## config.mk

```make
export PLATFORM = sky130hd
export DESIGN_NAME = annulus_isolation_energy_sum_core
export DESIGN_NICKNAME = d
export VERILOG_FILES = /design/src/sv/aies_pkg.sv /design/src/sv/annulus_isolation_energy_sum_core.sv /design/src/sv/aies_front.sv /design/src/sv/aies_fifo.sv /design/src/sv/aies_div.sv /design/src/sv/aies_back.sv
export SDC_FILE = /design/constraint.sdc
export NUM_CORES = 2
export LEC_CHECK = 0
export ABC_AREA = 1
export BUFFER_PORTS_ARGS = -buffer_cell sky130_fd_sc_hd__buf_2
export CORE_UTILIZATION = 40
export CTS_BUF_LIST = sky130_fd_sc_hd__clkbuf_8
export DETAILED_ROUTE_END_ITERATION = 8
export REMOVE_ABC_BUFFERS = 1
export SYNTH_ARGS = -nofsm -noshare
export SYNTH_HDL_FRONTEND = slang
export SYNTH_SLANG_ARGS = --single-unit
```

## constraint.sdc

```tcl
create_clock -name i_clk -period 12.8 [get_ports i_clk]
set_clock_uncertainty 0.2 [all_clocks]
set_input_delay 0.64 -clock i_clk [delete_from_list [all_inputs] [get_ports i_clk]]
set_output_delay 0.64 -clock i_clk [all_outputs]
set_load 0.05 [all_outputs]
```

## src/sv/aies_pkg.sv

```systemverilog
package aies_pkg;

    // Input field widths
    localparam int ETA_W   = 14;
    localparam int PHI_W   = 13;
    localparam int ET_W    = 16;
    localparam int RAD_W   = 22;
    localparam int SUM_W   = 28;
    localparam int VALUE_W = 32;
    localparam int STAT_W  = 2;
    localparam int CFG_IDX_W  = 2;
    localparam int CFG_DATA_W = RAD_W;

    // Stream packing
    localparam int IN_DATA_W  = 80;
    localparam int OUT_DATA_W = 2 * VALUE_W;

    // Angular distance arithmetic, units of 1/1024 rad
    localparam int DPHI_W = 12;
    localparam int DETA_W = 14;
    localparam int D2_W   = 29;
    localparam logic [13:0] TWO_PI_FX = 14'd6434;
    localparam logic [13:0] PI_FX     = 14'd3217;

    // Sum saturation
    localparam logic [SUM_W-1:0] SUM_MAX = {SUM_W{1'b1}};

    // Ratio division: (sum << 16) / cluster Et
    localparam int FRAC_W    = 16;
    localparam int DVD_W     = SUM_W + FRAC_W;
    localparam int DIV_STEPS = DVD_W;
    localparam int DIV_CNT_W = $clog2(DIV_STEPS + 1);

    // Queue between the front and back
    localparam int QUEUE_DEPTH_DEF = 4;

    // Item kinds
    localparam logic KIND_CLUSTER = 1'b0;
    localparam logic KIND_TOWER   = 1'b1;

    // Configuration register indexes
    localparam logic [CFG_IDX_W-1:0] CFG_INNER_RADIUS_SQ = 2'd0;
    localparam logic [CFG_IDX_W-1:0] CFG_OUTER_RADIUS_SQ = 2'd1;
    localparam logic [CFG_IDX_W-1:0] CFG_RELATIVE_MODE   = 2'd2;

    // Result status codes
    localparam logic [STAT_W-1:0] STAT_OK      = 2'd0;
    localparam logic [STAT_W-1:0] STAT_SAT     = 2'd1;
    localparam logic [STAT_W-1:0] STAT_ZERO_ET = 2'd2;

    // Classified item handed from front to back
    typedef struct packed {
        logic            kind;
        logic            hit;
        logic            last;
        logic [ET_W-1:0] had_et;
        logic [ET_W-1:0] em_et;
        logic [ET_W-1:0] cluster_et;
    } t_qitem;

endpackage

```

## src/sv/annulus_isolation_energy_sum_core.sv

```systemverilog
// Channel   Dir  Handshake                      Payload
// s_axis    in   s_axis_tvalid / s_axis_tready  tdata: eta, phi, had_et, em_et, cluster_et;
//                                               tuser: kind; tlast: last
// m_axis    out  m_axis_tvalid / m_axis_tready  tdata: had_value, em_value; tuser: status
// cfg       in   i_cfg_valid / o_cfg_ready      i_cfg_index, i_cfg_data
//
// Tower and cluster transactions enter one per cycle while the queue has room; the
// front pipeline registers distances, then squares, before the queue. An item with
// tlast takes the back end through prepare and emit, plus divide in relative mode
// with nonzero cluster Et (bit-serial ratio dividers, one quotient bit a cycle over
// 44 bits, both sums in parallel). Reset is synchronous and active low and clears
// configuration, sums and control. s_axis_tready drops only when the queue is full;
// a stalled result waits in the output register while the front keeps accepting.
module annulus_isolation_energy_sum_core #(
    parameter int QUEUE_DEPTH = aies_pkg::QUEUE_DEPTH_DEF
) (
    input  logic                                i_clk,
    input  logic                                i_rst_n,
    // slave stream
    input  logic                                s_axis_tvalid,
    output logic                                s_axis_tready,
    // [13:0] eta, [26:14] phi, [42:27] had_et, [58:43] em_et, [74:59] cluster_et,
    // [79:75] zero
    input  logic [aies_pkg::IN_DATA_W-1:0]      s_axis_tdata,
    input  logic                                s_axis_tlast,
    // [0] kind
    input  logic                                s_axis_tuser,
    // master stream
    output logic                                m_axis_tvalid,
    input  logic                                m_axis_tready,
    // [31:0] had_value, [63:32] em_value
    output logic [aies_pkg::OUT_DATA_W-1:0]     m_axis_tdata,
    // [1:0] status
    output logic [aies_pkg::STAT_W-1:0]         m_axis_tuser,
    // configuration write
    input  logic                                i_cfg_valid,
    output logic                                o_cfg_ready,
    input  logic [aies_pkg::CFG_IDX_W-1:0]      i_cfg_index,
    input  logic [aies_pkg::CFG_DATA_W-1:0]     i_cfg_data
);

    logic [aies_pkg::RAD_W-1:0]   r_inner_radius_sq;
    logic [aies_pkg::RAD_W-1:0]   r_outer_radius_sq;
    logic                         r_relative_mode;

    logic                         q_push;
    logic                         q_full;
    logic                         q_pop;
    logic                         q_empty;
    aies_pkg::t_qitem             q_in;
    aies_pkg::t_qitem             q_out;
    logic [aies_pkg::VALUE_W-1:0] had_value;
    logic [aies_pkg::VALUE_W-1:0] em_value;

    // Registers are always writable; an unknown index is dropped.
    assign o_cfg_ready = 1'b1;

    always_ff @(posedge i_clk) begin
        if (!i_rst_n) begin
            r_inner_radius_sq <= '0;
            r_outer_radius_sq <= '0;
            r_relative_mode   <= 1'b0;
        end else if (i_cfg_valid) begin
            case (i_cfg_index)
                aies_pkg::CFG_INNER_RADIUS_SQ: r_inner_radius_sq <= i_cfg_data;
                aies_pkg::CFG_OUTER_RADIUS_SQ: r_outer_radius_sq <= i_cfg_data;
                aies_pkg::CFG_RELATIVE_MODE:   r_relative_mode   <= i_cfg_data[0];
                default: begin
                end
            endcase
        end
    end

    // Front: compute distances and classify each tower against the annulus.
    aies_front u_front (
        .i_clk             (i_clk),
        .i_rst_n           (i_rst_n),
        .i_valid           (s_axis_tvalid),
        .o_ready           (s_axis_tready),
        .i_kind            (s_axis_tuser),
        .i_last            (s_axis_tlast),
        .i_eta             (s_axis_tdata[13:0]),
        .i_phi             (s_axis_tdata[26:14]),
        .i_had_et          (s_axis_tdata[42:27]),
        .i_em_et           (s_axis_tdata[58:43]),
        .i_cluster_et      (s_axis_tdata[74:59]),
        .i_inner_radius_sq (r_inner_radius_sq),
        .i_outer_radius_sq (r_outer_radius_sq),
        .o_push            (q_push),
        .o_item            (q_in),
        .i_q_full          (q_full)
    );

    // Queue: decouple the classify pipeline from the accumulate/divide back end.
    aies_fifo #(
        .DEPTH (QUEUE_DEPTH)
    ) u_fifo (
        .i_clk   (i_clk),
        .i_rst_n (i_rst_n),
        .i_push  (q_push),
        .i_item  (q_in),
        .o_full  (q_full),
        .i_pop   (q_pop),
        .o_item  (q_out),
        .o_empty (q_empty)
    );

    // Back: accumulate sums, form ratios, hold the result for the master side.
    aies_back u_back (
        .i_clk           (i_clk),
        .i_rst_n         (i_rst_n),
        .i_item          (q_out),
        .i_empty         (q_empty),
        .o_pop           (q_pop),
        .i_relative_mode (r_relative_mode),
        .o_valid         (m_axis_tvalid),
        .i_ready         (m_axis_tready),
        .o_had_value     (had_value),
        .o_em_value      (em_value),
        .o_status        (m_axis_tuser)
    );

    assign m_axis_tdata = {em_value, had_value};

endmodule

```

## src/sv/aies_front.sv

```systemverilog
module aies_front (
    input  logic                          i_clk,
    input  logic                          i_rst_n,
    input  logic                          i_valid,
    output logic                          o_ready,
    input  logic                          i_kind,
    input  logic                          i_last,
    input  logic [aies_pkg::ETA_W-1:0]    i_eta,
    input  logic [aies_pkg::PHI_W-1:0]    i_phi,
    input  logic [aies_pkg::ET_W-1:0]     i_had_et,
    input  logic [aies_pkg::ET_W-1:0]     i_em_et,
    input  logic [aies_pkg::ET_W-1:0]     i_cluster_et,
    input  logic [aies_pkg::RAD_W-1:0]    i_inner_radius_sq,
    input  logic [aies_pkg::RAD_W-1:0]    i_outer_radius_sq,
    output logic                          o_push,
    output aies_pkg::t_qitem              o_item,
    input  logic                          i_q_full
);

    logic [aies_pkg::ETA_W-1:0]    r_clu_eta;
    logic [aies_pkg::PHI_W-1:0]    r_clu_phi;

    // stage 1: absolute distances
    logic                          r_v1;
    aies_pkg::t_qitem              r_it1;
    logic [aies_pkg::DETA_W-1:0]   r_deta;
    logic [aies_pkg::DPHI_W-1:0]   r_dphi;

    // stage 2: squares
    logic                          r_v2;
    aies_pkg::t_qitem              r_it2;
    logic [2*aies_pkg::DETA_W-1:0] r_sq_eta;
    logic [2*aies_pkg::DPHI_W-1:0] r_sq_phi;

    logic                          advance;
    logic                          accept;
    logic [13:0]                   phi_ext;
    logic [13:0]                   phi_w14;
    logic [aies_pkg::PHI_W-1:0]    phi_w;
    logic [13:0]                   dphi_s;
    logic [13:0]                   dphi_a;
    logic [13:0]                   dphi_b;
    logic [13:0]                   dphi_c;
    logic [14:0]                   deta_s;
    logic [14:0]                   deta_a;
    logic [aies_pkg::D2_W-1:0]     d2;

    assign advance = !r_v2 || !i_q_full;
    assign o_ready = advance;
    assign accept  = i_valid && advance;

    always_comb begin
        // wrap phi into 0..2pi
        phi_ext = {i_phi[aies_pkg::PHI_W-1], i_phi};
        phi_w14 = i_phi[aies_pkg::PHI_W-1] ? phi_ext + aies_pkg::TWO_PI_FX : phi_ext;
        phi_w   = phi_w14[aies_pkg::PHI_W-1:0];
        // minimal azimuthal distance
        dphi_s  = {1'b0, phi_w} - {1'b0, r_clu_phi};
        dphi_a  = dphi_s[13] ? (~dphi_s + 14'd1) : dphi_s;
        dphi_b  = (dphi_a > aies_pkg::TWO_PI_FX) ? dphi_a - aies_pkg::TWO_PI_FX : dphi_a;
        dphi_c  = (dphi_b > aies_pkg::PI_FX) ? aies_pkg::TWO_PI_FX - dphi_b : dphi_b;
        // eta distance
        deta_s  = {i_eta[aies_pkg::ETA_W-1], i_eta} - {r_clu_eta[aies_pkg::ETA_W-1], r_clu_eta};
        deta_a  = deta_s[14] ? (~deta_s + 15'd1) : deta_s;
    end

    always_ff @(posedge i_clk) begin
        if (!i_rst_n) begin
            r_clu_eta <= '0;
            r_clu_phi <= '0;
        end else if (accept && i_kind == aies_pkg::KIND_CLUSTER) begin
            r_clu_eta <= i_eta;
            r_clu_phi <= phi_w;
        end
    end

    always_ff @(posedge i_clk) begin
        if (!i_rst_n) begin
            r_v1 <= 1'b0;
            r_v2 <= 1'b0;
        end else if (advance) begin
            r_v1 <= accept;
            r_v2 <= r_v1;
        end
    end

    always_ff @(posedge i_clk) begin
        if (advance) begin
            r_it1.kind       <= i_kind;
            r_it1.hit        <= 1'b0;
            r_it1.last       <= i_last;
            r_it1.had_et     <= i_had_et;
            r_it1.em_et      <= i_em_et;
            r_it1.cluster_et <= i_cluster_et;
            r_deta           <= deta_a[aies_pkg::DETA_W-1:0];
            r_dphi           <= dphi_c[aies_pkg::DPHI_W-1:0];
            r_it2            <= r_it1;
            r_sq_eta         <= r_deta * r_deta;
            r_sq_phi         <= r_dphi * r_dphi;
        end
    end

    // annulus test: inner^2 <= d^2 < outer^2
    assign d2 = {1'b0, r_sq_eta} + {5'b0, r_sq_phi};

    always_comb begin
        o_item     = r_it2;
        o_item.hit = (d2 < {7'b0, i_outer_radius_sq}) && (d2 >= {7'b0, i_inner_radius_sq});
    end

    assign o_push = r_v2 && !i_q_full;

endmodule

```

## src/sv/aies_fifo.sv

```systemverilog
module aies_fifo #(
    parameter int DEPTH = aies_pkg::QUEUE_DEPTH_DEF
) (
    input  logic             i_clk,
    input  logic             i_rst_n,
    input  logic             i_push,
    input  aies_pkg::t_qitem i_item,
    output logic             o_full,
    input  logic             i_pop,
    output aies_pkg::t_qitem o_item,
    output logic             o_empty
);

    localparam int PTR_W = (DEPTH > 1) ? $clog2(DEPTH) : 1;
    localparam int CNT_W = $clog2(DEPTH + 1);
    localparam logic [PTR_W-1:0] LAST_PTR = PTR_W'(DEPTH - 1);

    aies_pkg::t_qitem r_mem [DEPTH];
    logic [PTR_W-1:0] r_wr_ptr;
    logic [PTR_W-1:0] r_rd_ptr;
    logic [CNT_W-1:0] r_count;

    assign o_full  = (r_count == CNT_W'(DEPTH));
    assign o_empty = (r_count == '0);
    assign o_item  = r_mem[r_rd_ptr];

    always_ff @(posedge i_clk) begin
        if (i_push) begin
            r_mem[r_wr_ptr] <= i_item;
        end
    end

    always_ff @(posedge i_clk) begin
        if (!i_rst_n) begin
            r_wr_ptr <= '0;
            r_rd_ptr <= '0;
            r_count  <= '0;
        end else begin
            if (i_push) begin
                r_wr_ptr <= (r_wr_ptr == LAST_PTR) ? '0 : r_wr_ptr + 1'b1;
            end
            if (i_pop) begin
                r_rd_ptr <= (r_rd_ptr == LAST_PTR) ? '0 : r_rd_ptr + 1'b1;
            end
            if (i_push && !i_pop) begin
                r_count <= r_count + 1'b1;
            end else if (i_pop && !i_push) begin
                r_count <= r_count - 1'b1;
            end
        end
    end

endmodule

```

## src/sv/aies_div.sv

```systemverilog
module aies_div (
    input  logic                         i_clk,
    input  logic                         i_rst_n,
    input  logic                         i_start,
    input  logic [aies_pkg::SUM_W-1:0]   i_sum,
    input  logic [aies_pkg::ET_W-1:0]    i_den,
    output logic                         o_done,
    output logic [aies_pkg::VALUE_W-1:0] o_quot,
    output logic                         o_sat
);

    // restoring division, one quotient bit per cycle
    logic                             r_busy;
    logic [aies_pkg::DIV_CNT_W-1:0]   r_cnt;
    logic [aies_pkg::DVD_W-1:0]       r_dvd;
    logic [aies_pkg::ET_W-1:0]        r_rem;
    logic [aies_pkg::ET_W-1:0]        r_den;
    logic [aies_pkg::ET_W:0]          rem_sh;
    logic [aies_pkg::ET_W:0]          rem_sub;
    logic                             q_bit;

    assign rem_sh  = {r_rem, r_dvd[aies_pkg::DVD_W-1]};
    assign rem_sub = rem_sh - {1'b0, r_den};
    assign q_bit   = (rem_sh >= {1'b0, r_den});

    always_ff @(posedge i_clk) begin
        if (!i_rst_n) begin
            r_busy <= 1'b0;
            r_cnt  <= '0;
        end else if (i_start) begin
            r_busy <= 1'b1;
            r_cnt  <= aies_pkg::DIV_CNT_W'(aies_pkg::DIV_STEPS);
        end else if (r_busy) begin
            if (r_cnt != '0) begin
                r_cnt <= r_cnt - 1'b1;
            end else begin
                r_busy <= 1'b0;
            end
        end
    end

    always_ff @(posedge i_clk) begin
        if (i_start) begin
            r_dvd <= {i_sum, {aies_pkg::FRAC_W{1'b0}}};
            r_rem <= '0;
            r_den <= i_den;
        end else if (r_busy && r_cnt != '0) begin
            r_dvd <= {r_dvd[aies_pkg::DVD_W-2:0], q_bit};
            r_rem <= q_bit ? rem_sub[aies_pkg::ET_W-1:0] : rem_sh[aies_pkg::ET_W-1:0];
        end
    end

    assign o_done = r_busy && (r_cnt == '0);
    assign o_quot = r_dvd[aies_pkg::VALUE_W-1:0];
    assign o_sat  = |r_dvd[aies_pkg::DVD_W-1:aies_pkg::VALUE_W];

endmodule

```

## src/sv/aies_back.sv

```systemverilog
module aies_back (
    input  logic                            i_clk,
    input  logic                            i_rst_n,
    input  aies_pkg::t_qitem                i_item,
    input  logic                            i_empty,
    output logic                            o_pop,
    input  logic                            i_relative_mode,
    output logic                            o_valid,
    input  logic                            i_ready,
    output logic [aies_pkg::VALUE_W-1:0]    o_had_value,
    output logic [aies_pkg::VALUE_W-1:0]    o_em_value,
    output logic [aies_pkg::STAT_W-1:0]     o_status
);

    typedef enum logic [3:0] {
        ST_IDLE = 4'b0001,
        ST_PREP = 4'b0010,
        ST_DIV  = 4'b0100,
        ST_EMIT = 4'b1000
    } t_state;

    t_state                          r_state;
    t_state                          n_state;
    logic [aies_pkg::ET_W-1:0]       r_cet;
    logic [aies_pkg::SUM_W-1:0]      r_had_sum;
    logic [aies_pkg::SUM_W-1:0]      r_em_sum;
    logic                            r_ovf;
    logic [aies_pkg::VALUE_W-1:0]    r_res_had;
    logic [aies_pkg::VALUE_W-1:0]    r_res_em;
    logic [aies_pkg::STAT_W-1:0]     r_res_stat;
    logic                            r_out_valid;
    logic [aies_pkg::VALUE_W-1:0]    r_out_had;
    logic [aies_pkg::VALUE_W-1:0]    r_out_em;
    logic [aies_pkg::STAT_W-1:0]     r_out_stat;

    logic                            div_start;
    logic                            had_done;
    logic                            em_done;
    logic [aies_pkg::VALUE_W-1:0]    had_quot;
    logic [aies_pkg::VALUE_W-1:0]    em_quot;
    logic                            had_sat;
    logic                            em_sat;
    logic                            out_free;
    logic                            use_div;
    logic [aies_pkg::SUM_W:0]        had_add;
    logic [aies_pkg::SUM_W:0]        em_add;

    assign o_pop     = (r_state == ST_IDLE) && !i_empty;
    assign use_div   = i_relative_mode && (r_cet != '0);
    assign div_start = (r_state == ST_PREP) && use_div;
    assign out_free  = !r_out_valid || i_ready;
    assign had_add   = {1'b0, r_had_sum} + {13'b0, i_item.had_et};
    assign em_add    = {1'b0, r_em_sum} + {13'b0, i_item.em_et};

    aies_div u_div_had (
        .i_clk   (i_clk),
        .i_rst_n (i_rst_n),
        .i_start (div_start),
        .i_sum   (r_had_sum),
        .i_den   (r_cet),
        .o_done  (had_done),
        .o_quot  (had_quot),
        .o_sat   (had_sat)
    );

    aies_div u_div_em (
        .i_clk   (i_clk),
        .i_rst_n (i_rst_n),
        .i_start (div_start),
        .i_sum   (r_em_sum),
        .i_den   (r_cet),
        .o_done  (em_done),
        .o_quot  (em_quot),
        .o_sat   (em_sat)
    );

    always_comb begin
        n_state = r_state;
        case (r_state)
            ST_IDLE: begin
                if (o_pop && i_item.last) begin
                    n_state = ST_PREP;
                end
            end
            ST_PREP: begin
                n_state = use_div ? ST_DIV : ST_EMIT;
            end
            ST_DIV: begin
                if (had_done && em_done) begin
                    n_state = ST_EMIT;
                end
            end
            ST_EMIT: begin
                if (out_free) begin
                    n_state = ST_IDLE;
                end
            end
            default: begin
                n_state = ST_IDLE;
            end
        endcase
    end

    always_ff @(posedge i_clk) begin
        if (!i_rst_n) begin
            r_state <= ST_IDLE;
        end else begin
            r_state <= n_state;
        end
    end

    // accumulate
    always_ff @(posedge i_clk) begin
        if (!i_rst_n) begin
            r_cet     <= '0;
            r_had_sum <= '0;
            r_em_sum  <= '0;
            r_ovf     <= 1'b0;
        end else if (o_pop) begin
            if (i_item.kind == aies_pkg::KIND_CLUSTER) begin
                r_cet     <= i_item.cluster_et;
                r_had_sum <= '0;
                r_em_sum  <= '0;
                r_ovf     <= 1'b0;
            end else if (i_item.hit) begin
                if (had_add[aies_pkg::SUM_W]) begin
                    r_had_sum <= aies_pkg::SUM_MAX;
                end else begin
                    r_had_sum <= had_add[aies_pkg::SUM_W-1:0];
                end
                if (em_add[aies_pkg::SUM_W]) begin
                    r_em_sum <= aies_pkg::SUM_MAX;
                end else begin
                    r_em_sum <= em_add[aies_pkg::SUM_W-1:0];
                end
                if (had_add[aies_pkg::SUM_W] || em_add[aies_pkg::SUM_W]) begin
                    r_ovf <= 1'b1;
                end
            end
        end
    end

    // result staging
    always_ff @(posedge i_clk) begin
        if (r_state == ST_PREP && !use_div) begin
            if (i_relative_mode) begin
                r_res_had  <= '0;
                r_res_em   <= '0;
                r_res_stat <= aies_pkg::STAT_ZERO_ET;
            end else begin
                r_res_had  <= {4'b0, r_had_sum};
                r_res_em   <= {4'b0, r_em_sum};
                r_res_stat <= r_ovf ? aies_pkg::STAT_SAT : aies_pkg::STAT_OK;
            end
        end else if (r_state == ST_DIV && had_done && em_done) begin
            r_res_had  <= had_sat ? {aies_pkg::VALUE_W{1'b1}} : had_quot;
            r_res_em   <= em_sat ? {aies_pkg::VALUE_W{1'b1}} : em_quot;
            r_res_stat <= (r_ovf || had_sat || em_sat) ? aies_pkg::STAT_SAT : aies_pkg::STAT_OK;
        end
    end

    // output register
    always_ff @(posedge i_clk) begin
        if (!i_rst_n) begin
            r_out_valid <= 1'b0;
        end else if (r_state == ST_EMIT && out_free) begin
            r_out_valid <= 1'b1;
        end else if (i_ready) begin
            r_out_valid <= 1'b0;
        end
    end

    always_ff @(posedge i_clk) begin
        if (r_state == ST_EMIT && out_free) begin
            r_out_had  <= r_res_had;
            r_out_em   <= r_res_em;
            r_out_stat <= r_res_stat;
        end
    end

    assign o_valid     = r_out_valid;
    assign o_had_value = r_out_had;
    assign o_em_value  = r_out_em;
    assign o_status    = r_out_stat;

endmodule
```

==> reports/summary.json <==
{
  "die_y_um": 344.5,
  "grt_overflow_total": 0,
  "floorplan.initialDensity_pct": 40.37,
  "fillers": 10990,
  "ys_seq_area_share_pct": 47.58,
  "period_minus_slack_ns": 7.303,
  "cts-hold-fix-buffers": 99,
  "wire_length_of_the_first_global_routing_pass_um": 172000,
  "post_cts_resize_count": 0,
  "met1_capacity_usage_during_global_routing_pct": 23.53,
  "critical_path.reg2reg.startpoint": "u_front.r_deta[3]",
  "outcome": "finished clean",
  "grt_use_total_pct": 18.13,
  "port_buffers": 173,
  "tightest_slew_ns": 1.019,
  "critical_path.endpoint_type": "register",
  "cts.htree.levels": 4,
  "postSynth.topFlopCell": "edfxtp_1",
  "routed_wirelength_um": 106200,
  "synth-edff-count": 584,
  "cts_setup_buffers": 0,
  "rsz_0062_raised_after_global_routing": "false",
  "hold_wc_path_type": "primary input to register",
  "clk_pin_slew_worst_paths_ns": 0.06,
  "cap_viol_max_count": 0,
  "first_global_vias": 33920,
  "holdCritStartpoint": "m_axis_tready",
  "use_met3_pct": 2.954,
  "fp-row-count": 125,
  "clk_path_buf_depth": 3,
  "worstSetupStartpoint": "u_front.r_deta[3]",
  "antenna_found_initial": 2,
  "floorplan.die_area_um2": 118700,
  "required_ns": 13.13,
  "setup_viol_count_final": 0,
  "largest_net_degree_at_the_start_of_global_routing": 76,
  "arrival_ns": 7.63,
  "clk_latency_ns": 0.82,
  "globalRoute.busiestLayer": "met2",
  "synthDistinctLibCells": 65,
  "final.setup.tns_ns": 0,
  "clk_root_buffer_cell": "clkbuf_8",
  "post_drt_wl_per_cell_um": 15.66,
  "maximum_frequency_from_static_timing_analysis_mhz": 136.9,
  "via_per_inst": 4.996,
  "drive_above_1_share_pct": 9.262,
  "gpl.final_weighted_congestion": 0.8597,
  "yosys_register_bits": 823,
  "syn_inst": 4866,
  "timing.final.hold_violations": 0,
  "synth.avg_cell_area_um2": 9.641,
  "worst_slew_margin_rel_pct": 31.96,
  "cts_inserted_buffers": 142,
  "syn-cell-area_um2": 46910,
  "grt_use_met2_pct": 30.95,
  "drt_iter0_markers": 1965,
  "yosys_warnings": 0,
  "via_count": 33900,
  "core_um2": 116200,
  "cp_max_fo": 14,
  "syn2layout_area_growth_pct": 13.34,
  "antenna_violating_nets_post_route": 0,
  "post-route-drc-count": 0,
  "synthArstFlopShare_pct": 0,
  "cts_num_sinks": 823,
  "fin_nets": 5766,
  "finalCritPeriodShare_pct": 57.06,
  "die-width_um": 344.5,
  "pin_count": 180,
  "tritoncts": "done",
  "critPathKind": "register to register",
  "worst_setup_path_start_kind": "register",
  "detailed_place_hpwl_um": 73630,
  "drt-pass1-iter-count": 6,
  "number_of_max_slew_violations_in_the_final_report": 0
}
## stage by stage
stage	instances	area [um2]	util (%)	hold slack [ns]	setup WS [ns]
global route	6784	53170	45.75	0.07819	4.911
CTS	6782	53160	45.75	0.02442	5.448
floorplan	4692	46220	-	0.2003	4.404
finish	6784	53170	45.75	0.1186	5.497
global placement	6420	49280	42.41	0.2019	5.488
detailed placement	6420	49280	42.41	0.2045	5.446
## cell usage in the layout, fill, tap and decap left out, drive strengths merged, types with 3 or more instances in the layout
cell type,count
o311ai,3
a22oi,31
o21bai,10
or2,8
edfxtp,584
clkinv,41
nand3b,7
xor2,125
nand2,837
nor4,13
inv,830
dfxtp,239
xnor2,47
a21oi,335
clkinvlp,9
a2111oi,3
ha,314
a211oi,9
nor2,285
a21boi,12
nor3,39
o22ai,57
o31ai,58
dlygate4sd3,99
o211ai,11
o21a,5
o21ai,421
buf,204
a21o,7
fa,202
clkbuf,156
nand4,42
nand3,149
a31oi,35
bufinv,6
o221ai,4
## registers in the layout, summed over array words and instances (netlist names), 32 cells and up, named ones only
signal / count
u_back.o_em_value: 32
u_back.o_had_value: 32
u_back.r_res_em: 32
u_back.r_res_had: 32
u_back.u_div_em.r_dvd: 44
u_back.u_div_had.r_dvd: 44
u_fifo.r_mem: 204
u_front.o_item: 50
u_front.r_it1: 50
## worst max-delay path, cell delays in order (launching register included)
cell and delay (ns):
edfxtp_1 0.77, nand2_1 0.11, inv_1 0.10, fa_1 0.46
fa_1 0.50, fa_1 0.51, inv_1 0.05, fa_1 0.46
fa_1 0.55, inv_1 0.05, fa_1 0.45, ha_1 0.36
a21oi_1 0.14, o21ai_0 0.13, a21boi_0 0.30, o21ai_0 0.18
a21boi_0 0.34, o21ai_0 0.20, a21boi_0 0.33, o21ai_0 0.19
a21boi_0 0.32, o21ai_0 0.17, xor2_1 0.17
## final cells by class
class | count | area [um2] | share of cell area (%)
repair buffers | 303 | 2092 | 3.935
inverters | 779 | 2927 | 5.504
multi-input cells | 3090 | 21020 | 39.54
clock inverters | 107 | 739.5 | 1.391
well taps | 1524 | 1907 | 3.586
diodes | 2 | 5.005 | 0.009413
flip-flops and latches | 823 | 22330 | 42.00
clock buffers | 156 | 2147 | 4.038
## cells by family after synthesis
kind of cell	count (synthesis)	synth area share, %
fa+ha+maj	516	17.00
buf+inv	953	7.713
other cells	1	0.007994
xor+xnor	172	3.211
flops	823	47.58
mux	2	0.04801
compound gates	1015	12.11
simple gates	1384	12.33
## synthesized netlist by cell type (all sizes together) (2+ instances only)
cell / number / area share (%)
ha: 314 / 8.4
or2: 8 / 0.11
a21o: 7 / 0.11
buf: 16 / 0.21
a31oi: 35 / 0.47
a2111oi: 3 / 0.056
nand2: 837 / 6.9
mux2: 2 / 0.048
nand3: 149 / 1.7
a31o: 2 / 0.037
o221ai: 4 / 0.075
nand4: 42 / 0.56
edfxtp: 584 / 37
o211ai: 11 / 0.18
o21ai: 421 / 4.5
a21boi: 12 / 0.19
fa: 202 / 8.6
nor3: 39 / 0.44
a311oi: 2 / 0.037
xnor2: 47 / 0.88
a22o: 2 / 0.037
nor4: 13 / 0.17
a21oi: 335 / 3.6
a32oi: 2 / 0.037
a22oi: 31 / 0.50
inv: 775 / 6.2
o31ai: 58 / 0.93
clkinv: 4 / 0.032
clkbuf: 158 / 1.3
nor2: 285 / 2.3
a211oi: 9 / 0.14
xor2: 125 / 2.3
dfxtp: 239 / 10
or3: 2 / 0.027
o311ai: 3 / 0.056
o21a: 5 / 0.080
o22ai: 57 / 0.76
o21bai: 10 / 0.16
nand3b: 7 / 0.11
## final timing paths
path / endpoint / slack [ns] / depth (start not counted)
worst max-delay path: u_front.r_sq_eta[26] / 5.50 / 22
worst min-delay path: u_back.o_valid / 0.12 / 4
worst max register to register: u_front.r_sq_eta[26] / 5.50 / 22
worst min register to register: u_back.o_had_value[1] / 0.20 / 0
## per-layer routing
metal	up-vias	wire length [um]
li1	16890	-
met1	16170	48240
met3	149	5094
met2	690	50610
met4	0	2284
met5	-	0
Power is not shown: default switching activity piles up to over one toggle a cycle in this logic, so the estimate is an artifact.
